===== src/sv/chunked_free_list_slot_allocator_core_macros.svh =====
// Assertion macros shared by the slot allocator modules.
// Each macro expects a clock named clk and a synchronous reset named rst in scope.
`ifndef CHUNKED_FREE_LIST_SLOT_ALLOCATOR_CORE_MACROS_SVH
`define CHUNKED_FREE_LIST_SLOT_ALLOCATOR_CORE_MACROS_SVH

// The expression holds at every clock edge outside reset.
`define CFLA_ASSERT_ALWAYS(label, expr, msg) \
  label: assert property (@(posedge clk) disable iff (rst) (expr)) else $error(msg);

// The consequent holds in the same cycle as the antecedent.
`define CFLA_ASSERT_IMPLY(label, ante, cons, msg) \
  label: assert property (@(posedge clk) disable iff (rst) (ante) |-> (cons)) else $error(msg);

// The consequent holds in the cycle after the antecedent.
`define CFLA_ASSERT_NEXT(label, ante, cons, msg) \
  label: assert property (@(posedge clk) disable iff (rst) (ante) |=> (cons)) else $error(msg);

`endif


===== src/sv/cfla_pkg.sv =====
// Shared constants, codes and enum types for the chunked free-list slot allocator.
// Used by every module of the block; depends on nothing.
`default_nettype none

package cfla_pkg;

  localparam int CFG_W = 11;
  localparam int CFG_IDX_W = 1;
  localparam int MAX_SLOTS_DEF = 1024;
  localparam int QUEUE_DEPTH = 2;

  localparam logic [CFG_W-1:0] SLOTS_PER_CHUNK_RESET = 11'd16;
  localparam logic [CFG_W-1:0] CHUNK_LIMIT_RESET = 11'd64;

  localparam logic [CFG_IDX_W-1:0] REG_SLOTS_PER_CHUNK = 1'd0;
  localparam logic [CFG_IDX_W-1:0] REG_CHUNK_LIMIT = 1'd1;

  localparam logic [1:0] OP_ALLOC = 2'd0;
  localparam logic [1:0] OP_FREE = 2'd1;
  localparam logic [1:0] OP_RESET = 2'd2;

  typedef enum logic [1:0] {
    STATUS_OK = 2'd0,
    STATUS_EXHAUSTED = 2'd1,
    STATUS_REJECTED = 2'd2
  } status_t;

  typedef enum logic [2:0] {
    CMD_REPORT,
    CMD_POP,
    CMD_PUSH,
    CMD_GROW,
    CMD_REBUILD
  } cmd_kind_t;

endpackage

`default_nettype wire


===== src/sv/cfla_fifo.sv =====
// Small first-in first-out queue of packed items, used between the allocator stages.
// Depends on cfla_pkg for the default depth.
`default_nettype none

module cfla_fifo
  import cfla_pkg::*;
#(
  parameter type item_t = logic,
  parameter int DEPTH = QUEUE_DEPTH
) (
  input  wire logic  clk,
  input  wire logic  rst,
  input  wire logic  push,
  input  wire item_t item_in,
  output logic       full,
  input  wire logic  pop,
  output item_t      item_out,
  output logic       empty
);

  localparam int PW = (DEPTH > 1) ? $clog2(DEPTH) : 1;
  localparam int NW = $clog2(DEPTH + 1);

  item_t entries [DEPTH];
  logic [PW-1:0] wptr;
  logic [PW-1:0] rptr;
  logic [NW-1:0] count;
  logic do_push;
  logic do_pop;

  assign full = (count == NW'(DEPTH));
  assign empty = (count == '0);
  assign do_push = push && !full;
  assign do_pop = pop && !empty;
  assign item_out = entries[rptr];

  always_ff @(posedge clk) begin
    if (do_push) begin
      entries[wptr] <= item_in;
    end
  end

  always_ff @(posedge clk) begin
    if (rst) begin
      wptr <= '0;
      rptr <= '0;
      count <= '0;
    end else begin
      if (do_push) begin
        wptr <= (wptr == PW'(DEPTH - 1)) ? '0 : wptr + 1'b1;
      end
      if (do_pop) begin
        rptr <= (rptr == PW'(DEPTH - 1)) ? '0 : rptr + 1'b1;
      end
      if (do_push && !do_pop) begin
        count <= count + 1'b1;
      end else if (do_pop && !do_push) begin
        count <= count - 1'b1;
      end
    end
  end

endmodule

`default_nettype wire


===== config.mk =====
export PLATFORM = sky130hd
export DESIGN_NAME = cfla_fifo
export DESIGN_NICKNAME = d
export VERILOG_FILES = /design/src/sv/chunked_free_list_slot_allocator_core_macros.svh /design/src/sv/cfla_pkg.sv /design/src/sv/cfla_fifo.sv
export SDC_FILE = /design/constraint.sdc
export NUM_CORES = 1
export LEC_CHECK = 0
export BUFFER_PORTS_ARGS = -buffer_cell sky130_fd_sc_hd__buf_2
export CORE_AREA = 2 2 39 41
export CTS_CLUSTER_SIZE = 14
export DETAILED_ROUTE_END_ITERATION = 10
export DIE_AREA = 0 0 41 43
export SLEW_MARGIN = 30
export SYNTH_ARGS = -nofsm -noshare
export SYNTH_HDL_FRONTEND = slang
export SYNTH_SLANG_ARGS = --single-unit

===== constraint.sdc =====
create_clock -name clk -period 3.3 [get_ports clk]
set_input_delay 0.33 -clock clk [delete_from_list [all_inputs] [get_ports clk]]
set_output_delay 0.33 -clock clk [all_outputs]
set_load 0.005 [all_outputs]

==> results.sh, run 1 <==
export IMPL_run_status="complete, no violations"
export IMPL_die_outline_height_um=43
export IMPL_top_cells_by_instance_count_after_synthesis="dfxtp_1, nor2_1, o21ai_0, xor2_1"
export IMPL_layout_drive_gt1_share=0.308
export IMPL_endpoint_kind="flop"
export IMPL_hold_violations=0
export IMPL_tns_ns=0
export IMPL_netlist_cell_type_count=12
export IMPL_syn_mean_instance_area_um2=10.3
export IMPL_gr_usage_total=0.0685
export IMPL_port_buffer_count=7
export IMPL_synth_enable_flop_cells=2
export IMPL_standard_cell_rows=14
export IMPL_synth_area_leaders="dfxtp_1, edfxtp_1, xor2_1"
export IMPL_clock_skew_final_ns=0.00264
export IMPL_critical_path_slowest_cell="or3_1"
export IMPL_grt_setup_unrepaired="false"
export IMPL_route_antenna_remaining_nets=0
export IMPL_clockBufferDepth=2
export IMPL_peakVddDrop_uv=411
export IMPL_cp_max_fo=5
export IMPL_cts_sinks=7
export IMPL_grt_ovfl_total=0
export IMPL_pre_cts_slack_ns=1.78
export IMPL_drv_slew=0
export IMPL_timing_critical_path_arrival_ns=1.69
export IMPL_routed_wl_um=434
export IMPL_num_vias=213
export IMPL_synth_largest_type_area_fraction=0.346
export IMPL_final_cell_area_um2=370
export IMPL_final_nets=46
export IMPL_worst_slew_pin_slew_ns=0.297
export IMPL_synth_async_sr_flop_share=0
export IMPL_gp_routability_congestion=0.610
export IMPL_cts_root_buf="clkbuf_4"
export IMPL_final_min_clock_period_ns=1.52
export IMPL_register_area_um2=160
export IMPL_die_w_um=41
export IMPL_grt_max_degree=6
export IMPL_cp_cell_sequence="o21ai_0, ha_1, or3_1, a21oi_1"
export IMPL_initial_utilization=0.209
export IMPL_netlist_top_cell_by_area="dfxtp_1"
export IMPL_ys_seq_elements=7
export IMPL_fillCellCount=152
export IMPL_drt_pre_antenna_iters=2
export IMPL_synth_area_um2=289
export IMPL_core_region_area_mm2=0.00138
export IMPL_cts_resized=0
export IMPL_syn_to_final_growth_pct=28.1
export IMPL_yosys_warnings=0
export IMPL_placed_area_um2=344
export IMPL_ys_seq_area_frac=0.554
export IMPL_grt_pass1_wl_um=738
export IMPL_clock_pin_slew_worst_setup_and_hold_paths_ns=0.05
export IMPL_diodes=0
export IMPL_critical_path_max_stage_delay_ns=0.36
export IMPL_static_power_due_to_leakage_nw=0.166
export IMPL_first_global_vias=196
export IMPL_worstHoldPathType="in2reg"
export IMPL_post_route_worst_setup_slack_ns=1.78
export IMPL_cts_inserted_buffers=3
export IMPL_detailedRoute_firstIterationViolations=3
export IMPL_utilization=0.268
export IMPL_multi_input_comb_area_um2=121
export IMPL_start_kind="flop"
export IMPL_drt_vias_per_instance=3.87
export IMPL_drc=0
export IMPL_max_cap_violations=0
export IMPL_drt_wirelength_per_cell_um=7.89
export IMPL_required_ns=3.48
export IMPL_max_clock_freq_mhz=660
export IMPL_cts_tree="done"
export IMPL_worst_slew_margin_rel=0.800
export IMPL_cts_setup_buffers=0
export IMPL_worst_setup_path_type="reg2reg"
export IMPL_power_per_cell_area_mw_per_mm2=843
export IMPL_cts_htree_levels=1
export IMPL_report_final_setup_viol=0
export IMPL_postSynthNetCount=34
export IMPL_top_level_ports=8
export IMPL_fp_dieArea_mm2=0.00176
export IMPL_post_cts_hold_buffer_count=0
export IMPL_synthCells=28
export IMPL_clock_latency_ns=0.25
export IMPL_timing_final_crit_share=0.459
export IMPL_synth_top_flop_cell="dfxtp_1"
export IMPL_grt_antenna_before_repair=0
[cell families after synthesis]
logic type / after synthesis / share of synthesized area
buffers and inverters: 2 / 0.0260
flip-flops: 7 / 0.554
multiplexers: 1 / 0.0390
XOR/XNOR: 3 / 0.0909
AO/OA/AOI/OAI: 5 / 0.0866
adder cells (fa/ha/maj): 1 / 0.0433
AND/OR/NAND/NOR: 9 / 0.160
[worst max-delay path: cells and delay by family (launching register included)]
| family | cells | cell delay (ns) |
|---|---|---|
| AO/OA/AOI/OAI | 2 | 0.43 |
| flip-flops | 1 | 0.35 |
| adder cells (fa/ha/maj) | 1 | 0.31 |
| AND/OR/NAND/NOR | 1 | 0.36 |
[layer usage]
metal	up-vias	share of wire	GRT usage
met5	-	0	0
met4	0	0	0.0200
met3	0	0.081	0.0785
met2	7	0.43	0.0844
met1	90	0.49	0.0749
li1	116	-	-
[cell type report]
cell class              instances  share of cell area
well taps                      16              0.0541
flip-flops and latches          7               0.432
repair buffers                  7              0.0946
multi-input cells              19               0.328
clock buffers                   4              0.0709
inverters                       2              0.0203
[cell usage in the layout (no fill, tap or decap), drive strengths merged]
cell type  n
a21oi      2
and2       1
buf        7
clkbuf     4
dfxtp      5
edfxtp     2
ha         1
inv        2
mux2       1
nor2       5
nor2b      1
o21ai      3
or3        2
xor2       3
[worst paths after layout]
check | startpoint | end | slack [ns] | cells past startpoint
setup / recovery | count[0] | count[1] | 1.78 | 4
hold / removal | item_in | entries[1] | 0.27 | 1
setup reg to reg | count[0] | count[1] | 1.78 | 4
hold reg to reg | wptr | wptr | 0.49 | 2
[metrics by stage]
step | hold WS (ns) | std cells | power [mW]
after floorplan | 0.399 | 28 | 0.208
after global placement | 0.474 | 51 | 0.239
after detailed placement | 0.482 | 51 | 0.239
after CTS | 0.265 | 55 | 0.320
after global routing | 0.264 | 55 | 0.339
final | 0.274 | 55 | 0.312
[power by group]
part	total, mW	switching (mW)	internal [mW]
clock	0.0751	0.0291	0.0460
combinational	0.104	0.0500	0.0540
sequential	0.133	0.0179	0.115
Power figures use the tool's default switching activity.
==> inputs of run 2 (changes only) <==
--- a/config.mk
+++ b/config.mk
@@ -5,6 +5,7 @@
 export SDC_FILE = /design/constraint.sdc
 export NUM_CORES = 1
 export LEC_CHECK = 0
+export ABC_AREA = 1
 export BUFFER_PORTS_ARGS = -buffer_cell sky130_fd_sc_hd__buf_2
 export CORE_AREA = 2 2 39 41
 export CTS_CLUSTER_SIZE = 14
==> constraint.sdc (replaced) <==
create_clock -name clk -period 1.4 [get_ports clk]
set_input_delay 0.14 -clock clk [delete_from_list [all_inputs] [get_ports clk]]
set_output_delay 0.14 -clock clk [all_outputs]
set_load 0.005 [all_outputs]
==> results.sh, run 2 <==
export IMPL_run_status="complete, no violations"
export IMPL_cp_buffers_inverters=3
export IMPL_port_buffer_count=7
export IMPL_synth_area_um2=324
export IMPL_ys_seq_elements=7
export IMPL_fp_dieArea_mm2=0.00176
export IMPL_diodes=0
export IMPL_detailedRoute_firstIterationViolations=9
export IMPL_worstReg2RegEnd="count[1]"
export IMPL_cts_htree_levels=1
export IMPL_clockBufferDepth=2
export IMPL_synth_enable_flop_cells=2
export IMPL_max_cap_violations=0
export IMPL_clock_latency_ns=0.25
export IMPL_grt_pass1_wl_um=924
export IMPL_reg2reg_slack_ns=0.13
export IMPL_drc=0
export IMPL_core_region_area_mm2=0.00138
export IMPL_final_min_clock_period_ns=1.27
export IMPL_synth_area_leaders="dfxtp_1, edfxtp_1, nor2_1"
export IMPL_grt_antenna_before_repair=0
export IMPL_yosysMostFrequentCell="nor2_1"
export IMPL_drv_slew=0
export IMPL_top_level_ports=8
export IMPL_grt_ovfl_total=0
export IMPL_place_detailed_instances=65
export IMPL_endpoint_kind="flop"
export IMPL_cts_sinks=7
export IMPL_synthCells=40
export IMPL_num_vias=287
export IMPL_report_final_setup_viol=0
export IMPL_drt_pre_antenna_iters=4
export IMPL_die_w_um=41
export IMPL_worst_hold_path_num_cells=1
export IMPL_final_cell_area_um2=438
export IMPL_worst_slew_pin_slew_ns=0.225
export IMPL_cts_setup_buffers=0
export IMPL_static_power_due_to_leakage_nw=0.205
export IMPL_timing_hold_worst_endpoint="entries[1]"
export IMPL_cts_root_buf="clkbuf_4"
export IMPL_first_global_vias=246
export IMPL_worst_slew_margin_rel=0.848
export IMPL_synth_top_flop_cell="dfxtp_1"
export IMPL_placed_area_um2=394
export IMPL_clock_pin_slew_worst_setup_and_hold_paths_ns=0.05
export IMPL_drt_vias_per_instance=4.16
export IMPL_dp_final_hpwl_um=478
export IMPL_fin_cells=69
export IMPL_timing_final_crit_share=0.904
export IMPL_postSynthNetCount=46
export IMPL_rr_worst_depth=8
export IMPL_start_kind="flop"
export IMPL_critical_path_slowest_cell="dfxtp_2"
export IMPL_yosys_warnings=0
export IMPL_critical_path_top_delay_family="flip-flops"
export IMPL_worst_setup_path_type="reg2reg"
export IMPL_cp_common_cell="inv_1"
export IMPL_clock_skew_final_ns=0.000416
export IMPL_cts_inserted_buffers=3
export IMPL_gp_routability_congestion=0.795
export IMPL_power_per_cell_area_mw_per_mm2=1990
export IMPL_grt_max_degree=5
export IMPL_ys_seq_area_frac=0.494
export IMPL_worst_r2r_startpoint="count[0]"
export IMPL_syn_mean_instance_area_um2=8.10
export IMPL_route_antenna_remaining_nets=0
export IMPL_critical_path_max_stage_delay_ns=0.35
export IMPL_cp_cell_sequence="o21ai_4, inv_2, ha_1, inv_1, nand3_1, nand2_1, inv_1, nor2_1"
export IMPL_required_ns=1.58
export IMPL_syn_to_final_growth_pct=35.1
export IMPL_drt_wirelength_per_cell_um=8.86
export IMPL_top_cells_by_instance_count_after_synthesis="nor2_1, inv_1, dfxtp_1"
export IMPL_timing_critical_path_arrival_ns=1.45
export IMPL_synth_largest_type_area_fraction=0.309
export IMPL_initial_utilization=0.234
export IMPL_layout_commonest_cell="nor2_1"
export IMPL_hold_violations=0
export IMPL_layout_drive_gt1_share=0.396
export IMPL_standard_cell_rows=14
export IMPL_netlist_top_cell_by_area="dfxtp_1"
export IMPL_synth_async_sr_flop_share=0
export IMPL_peakVddDrop_uv=520
export IMPL_cts_tree="done"
export IMPL_netlist_cell_type_count=16
export IMPL_cp_max_fo=4
export IMPL_routed_wl_um=611
export IMPL_die_outline_height_um=43
export IMPL_gr_usage_total=0.0824
export IMPL_max_clock_freq_mhz=790
export IMPL_final_nets=60
export IMPL_hold_path_startpoint="item_in"
export IMPL_worstHoldPathType="in2reg"
export IMPL_commonest_cells_after_routing_fill_and_taps_aside="nor2_1, buf_2, inv_1"
==> run 2: cell count changes after synthesis, moves of 2 or more <==
cell     before  now
inv_1         2    6
inv_2         0    3
nand2_1       0    3
nor2_1        5    9
o21ai_2       0    2
or3_1         2    0
xor2_1        3    0
==> run 2: final cells by class <==
cell class,instances,area [um^2]
well taps,16,20.0
multi-input cells,24,145
fillers,154,946
repair buffers,9,50.0
clock buffers,4,26.3
inverters,9,33.8
flip-flops and latches,7,163
==> run 2: logic make-up after synthesis <==
group           share of synthesized area
simple gates                        0.212
mux                                0.0347
flops                               0.494
compound gates                      0.116
buf+inv                             0.104
fa+ha+maj                          0.0386
==> run 2: worst reg2reg max path: cells and delay by family, from the launching register on <==
kind	cells	cell delay [ns]
adders and majority gates	1	0.30
and+or+nand+nor	3	0.21
DFF	1	0.35
AOI/OAI and AO/OA	1	0.19
buffers and inverters	3	0.16
==> run 2: worst max-delay path by stage <==
| stage | startpoint | to | slack [ns] | cells past startpoint |
|---|---|---|---|---|
| after floorplan | count[1] | count[1] | 0.11 | 9 |
| after global routing | count[1] | count[1] | -0.006 | 9 |
| after global placement | count[1] | count[1] | 0.11 | 9 |
| after detailed placement | count[1] | count[1] | 0.1 | 9 |
| after CTS | count[1] | count[1] | 0.09 | 9 |
| final | count[0] | count[1] | 0.13 | 8 |
==> run 2: metrics by stage <==
step	hold WS (ns)	util	setup TNS (ns)	power [mW]	setup slack [ns]
5_1_grt	0.0727	0.316	-0.00632	0.954	-0.00632
2_1_floorplan	0.239	-	0	0.535	0.113
3_3_place_gp	0.336	0.285	0	0.651	0.112
4_1_cts	0.0820	0.304	0	0.844	0.0884
6_report	0.0867	0.316	0	0.873	0.134
3_5_place_dp	0.342	0.285	0	0.658	0.0980
==> run 2: repair_timing <==
item | in CTS | in global routing
hold buffers | 0 | 0
resized for setup | 0 | 4
endpoints found under the setup margin | 0 | 1
==> run 2: report_power, final <==
part	total [mW]	leakage, nW	switching [mW]	internal (mW)
logic	0.375	0.129	0.203	0.172
clock network	0.183	0.0150	0.0738	0.109
registers	0.316	0.0607	0.0423	0.274
total	0.873	0.205	0.319	0.554
==> run 2: per-layer routing <==
layer / track usage / vias up / share of wire
met4: 0.0600 / 0 / 0
met5: 0 / - / 0
met1: 0.0935 / 128 / 0.42
li1: - / 154 / -
met2: 0.109 / 5 / 0.52
met3: 0.0471 / 0 / 0.062
==> inputs of run 3 (changes only) <==
--- a/config.mk
+++ b/config.mk
@@ -5,7 +5,7 @@
 export SDC_FILE = /design/constraint.sdc
 export NUM_CORES = 1
 export LEC_CHECK = 0
-export ABC_AREA = 1
+export ABC_CLOCK_PERIOD_IN_PS = 1400
 export BUFFER_PORTS_ARGS = -buffer_cell sky130_fd_sc_hd__buf_2
 export CORE_AREA = 2 2 39 41
 export CTS_CLUSTER_SIZE = 14
==> results.sh, run 3 (synthesized netlist as in run 1, its figures left out) <==
export IMPL_routed_wl_um=463
export IMPL_hold_violations=0
export IMPL_timing_final_crit_share=0.977
export IMPL_reg2reg_slack_ns=0.03
export IMPL_grt_ovfl_total=0
export IMPL_cts_tree="done"
export IMPL_drv_slew=0
export IMPL_final_min_clock_period_ns=1.37
export IMPL_clock_pin_slew_worst_setup_and_hold_paths_ns=0.05
export IMPL_initial_utilization=0.209
export IMPL_drt_pre_antenna_iters=2
export IMPL_cts_sinks=7
export IMPL_route_antenna_remaining_nets=0
export IMPL_gr_usage_total=0.0677
export IMPL_standard_cell_rows=14
export IMPL_top_level_ports=8
export IMPL_drt_vias_per_instance=3.95
export IMPL_diodes=0
export IMPL_timing_critical_path_arrival_ns=1.55
export IMPL_core_region_area_mm2=0.00138
export IMPL_required_ns=1.58
export IMPL_worstHoldPathType="in2reg"
export IMPL_die_outline_height_um=43
export IMPL_grt_pass1_wl_um=759
export IMPL_drt_wirelength_per_cell_um=7.85
export IMPL_run_status="complete, no violations"
export IMPL_gp_routability_congestion=0.627
export IMPL_cts_inserted_buffers=3
export IMPL_cts_htree_levels=1
export IMPL_endpoint_kind="flop"
export IMPL_clock_latency_ns=0.24
export IMPL_clockBufferDepth=2
export IMPL_total_power_mw=0.844
export IMPL_worst_setup_path_type="reg2reg"
export IMPL_max_cap_violations=0
export IMPL_cp_max_fo=3
export IMPL_worst_slew_pin_slew_ns=0.199
export IMPL_die_w_um=41
export IMPL_start_kind="flop"
export IMPL_power_per_cell_area_mw_per_mm2=2040
export IMPL_grt_setup_unrepaired="true"
export IMPL_fp_dieArea_mm2=0.00176
export IMPL_grt_max_degree=6
export IMPL_drc=0
export IMPL_num_vias=233
export IMPL_layout_commonest_cell="buf_2"
export IMPL_syn_to_final_growth_pct=43.3
export IMPL_detailedRoute_firstIterationViolations=4
export IMPL_peakVddDrop_uv=1040
export IMPL_port_buffer_count=7
export IMPL_static_power_due_to_leakage_nw=0.188
export IMPL_layout_drive_gt1_share=0.465
export IMPL_final_nets=50
export IMPL_commonest_cells_after_routing_fill_and_taps_aside="buf_2, nor2_1, buf_4"
export IMPL_dp_final_hpwl_um=361
export IMPL_worst_slew_margin_rel=0.866
export IMPL_cts_root_buf="clkbuf_4"
export IMPL_max_clock_freq_mhz=731
export IMPL_utilization=0.299
export IMPL_report_final_setup_viol=0
export IMPL_grt_antenna_before_repair=0
export IMPL_first_global_vias=203
export IMPL_clock_skew_final_ns=0.00497
run 3: cell count changes in the layout (fill, tap and decap cells not counted), sizes merged:
cell,change
nand3,-1
or3,+2
xor2,+3
nand4,-1
buf,+2
a21oi,+1
nor2b,+1
nor2,-4
nand2,-4
o21ai,-2
inv,-7
run 3: worst max-delay path: stages (launching register included):
cell and delay, ns:
dfxtp_2 0.34, nor2b_4 0.15, nor2_2 0.05, ha_1 0.18
xor2_1 0.15, or3_1 0.32, a21oi_2 0.12
run 3: what timing repair did:
item | CTS | global route
pin swaps | 0 | 1
setup buffers | 1 | 0
hold buffers | 0 | 0
gates resized for setup | 2 | 1
endpoints found under the hold margin | 0 | 0
setup endpoints to repair | 1 | 1
run 3: layer usage:
metal  track usage  wire (um)  vias up
li1              -          -      126
met1        0.0754        229      103
met2        0.0906        213        4
met3        0.0628         19        0
met4        0.0200          0        0
met5             0          0        -
run 3: final cells by class:
class	count	area [um^2]
inverters	2	7.51
repair buffers	11	65.1
multi-input cells	19	133
clock buffers	4	26.3
fillers	151	970
well taps	16	20.0
flip-flops and latches	7	163
run 3: where the power goes:
part	leakage (nW)	internal, mW	total [mW]	switching (mW)
clock	0.0150	0.108	0.175	0.0667
sequential	0.0606	0.278	0.324	0.0468
combinational	0.113	0.201	0.345	0.144
run 3: final timing paths:
| check | start | to | cells past startpoint |
|---|---|---|---|
| hold / removal | item_in | entries[0] | 1 |
| hold reg to reg | wptr | wptr | 2 |
| setup / recovery | count[1] | count[1] | 6 |
| setup reg to reg | count[1] | count[1] | 6 |
run 3: per-stage QoR:
stage | cell area (um^2) | TNS (ns) | cells | hold slack, ns | setup slack, ns
finish | 414 | 0 | 59 | 0.0899 | 0.0323
global route | 414 | -0.0264 | 59 | 0.0724 | -0.0264
CTS | 410 | 0 | 59 | 0.0808 | 0.00808
detailed placement | 373 | -0.0467 | 54 | 0.336 | -0.0467
global placement | 373 | -0.0203 | 54 | 0.336 | -0.0203
floorplan | 295 | 0 | 28 | 0.205 | 0.00118
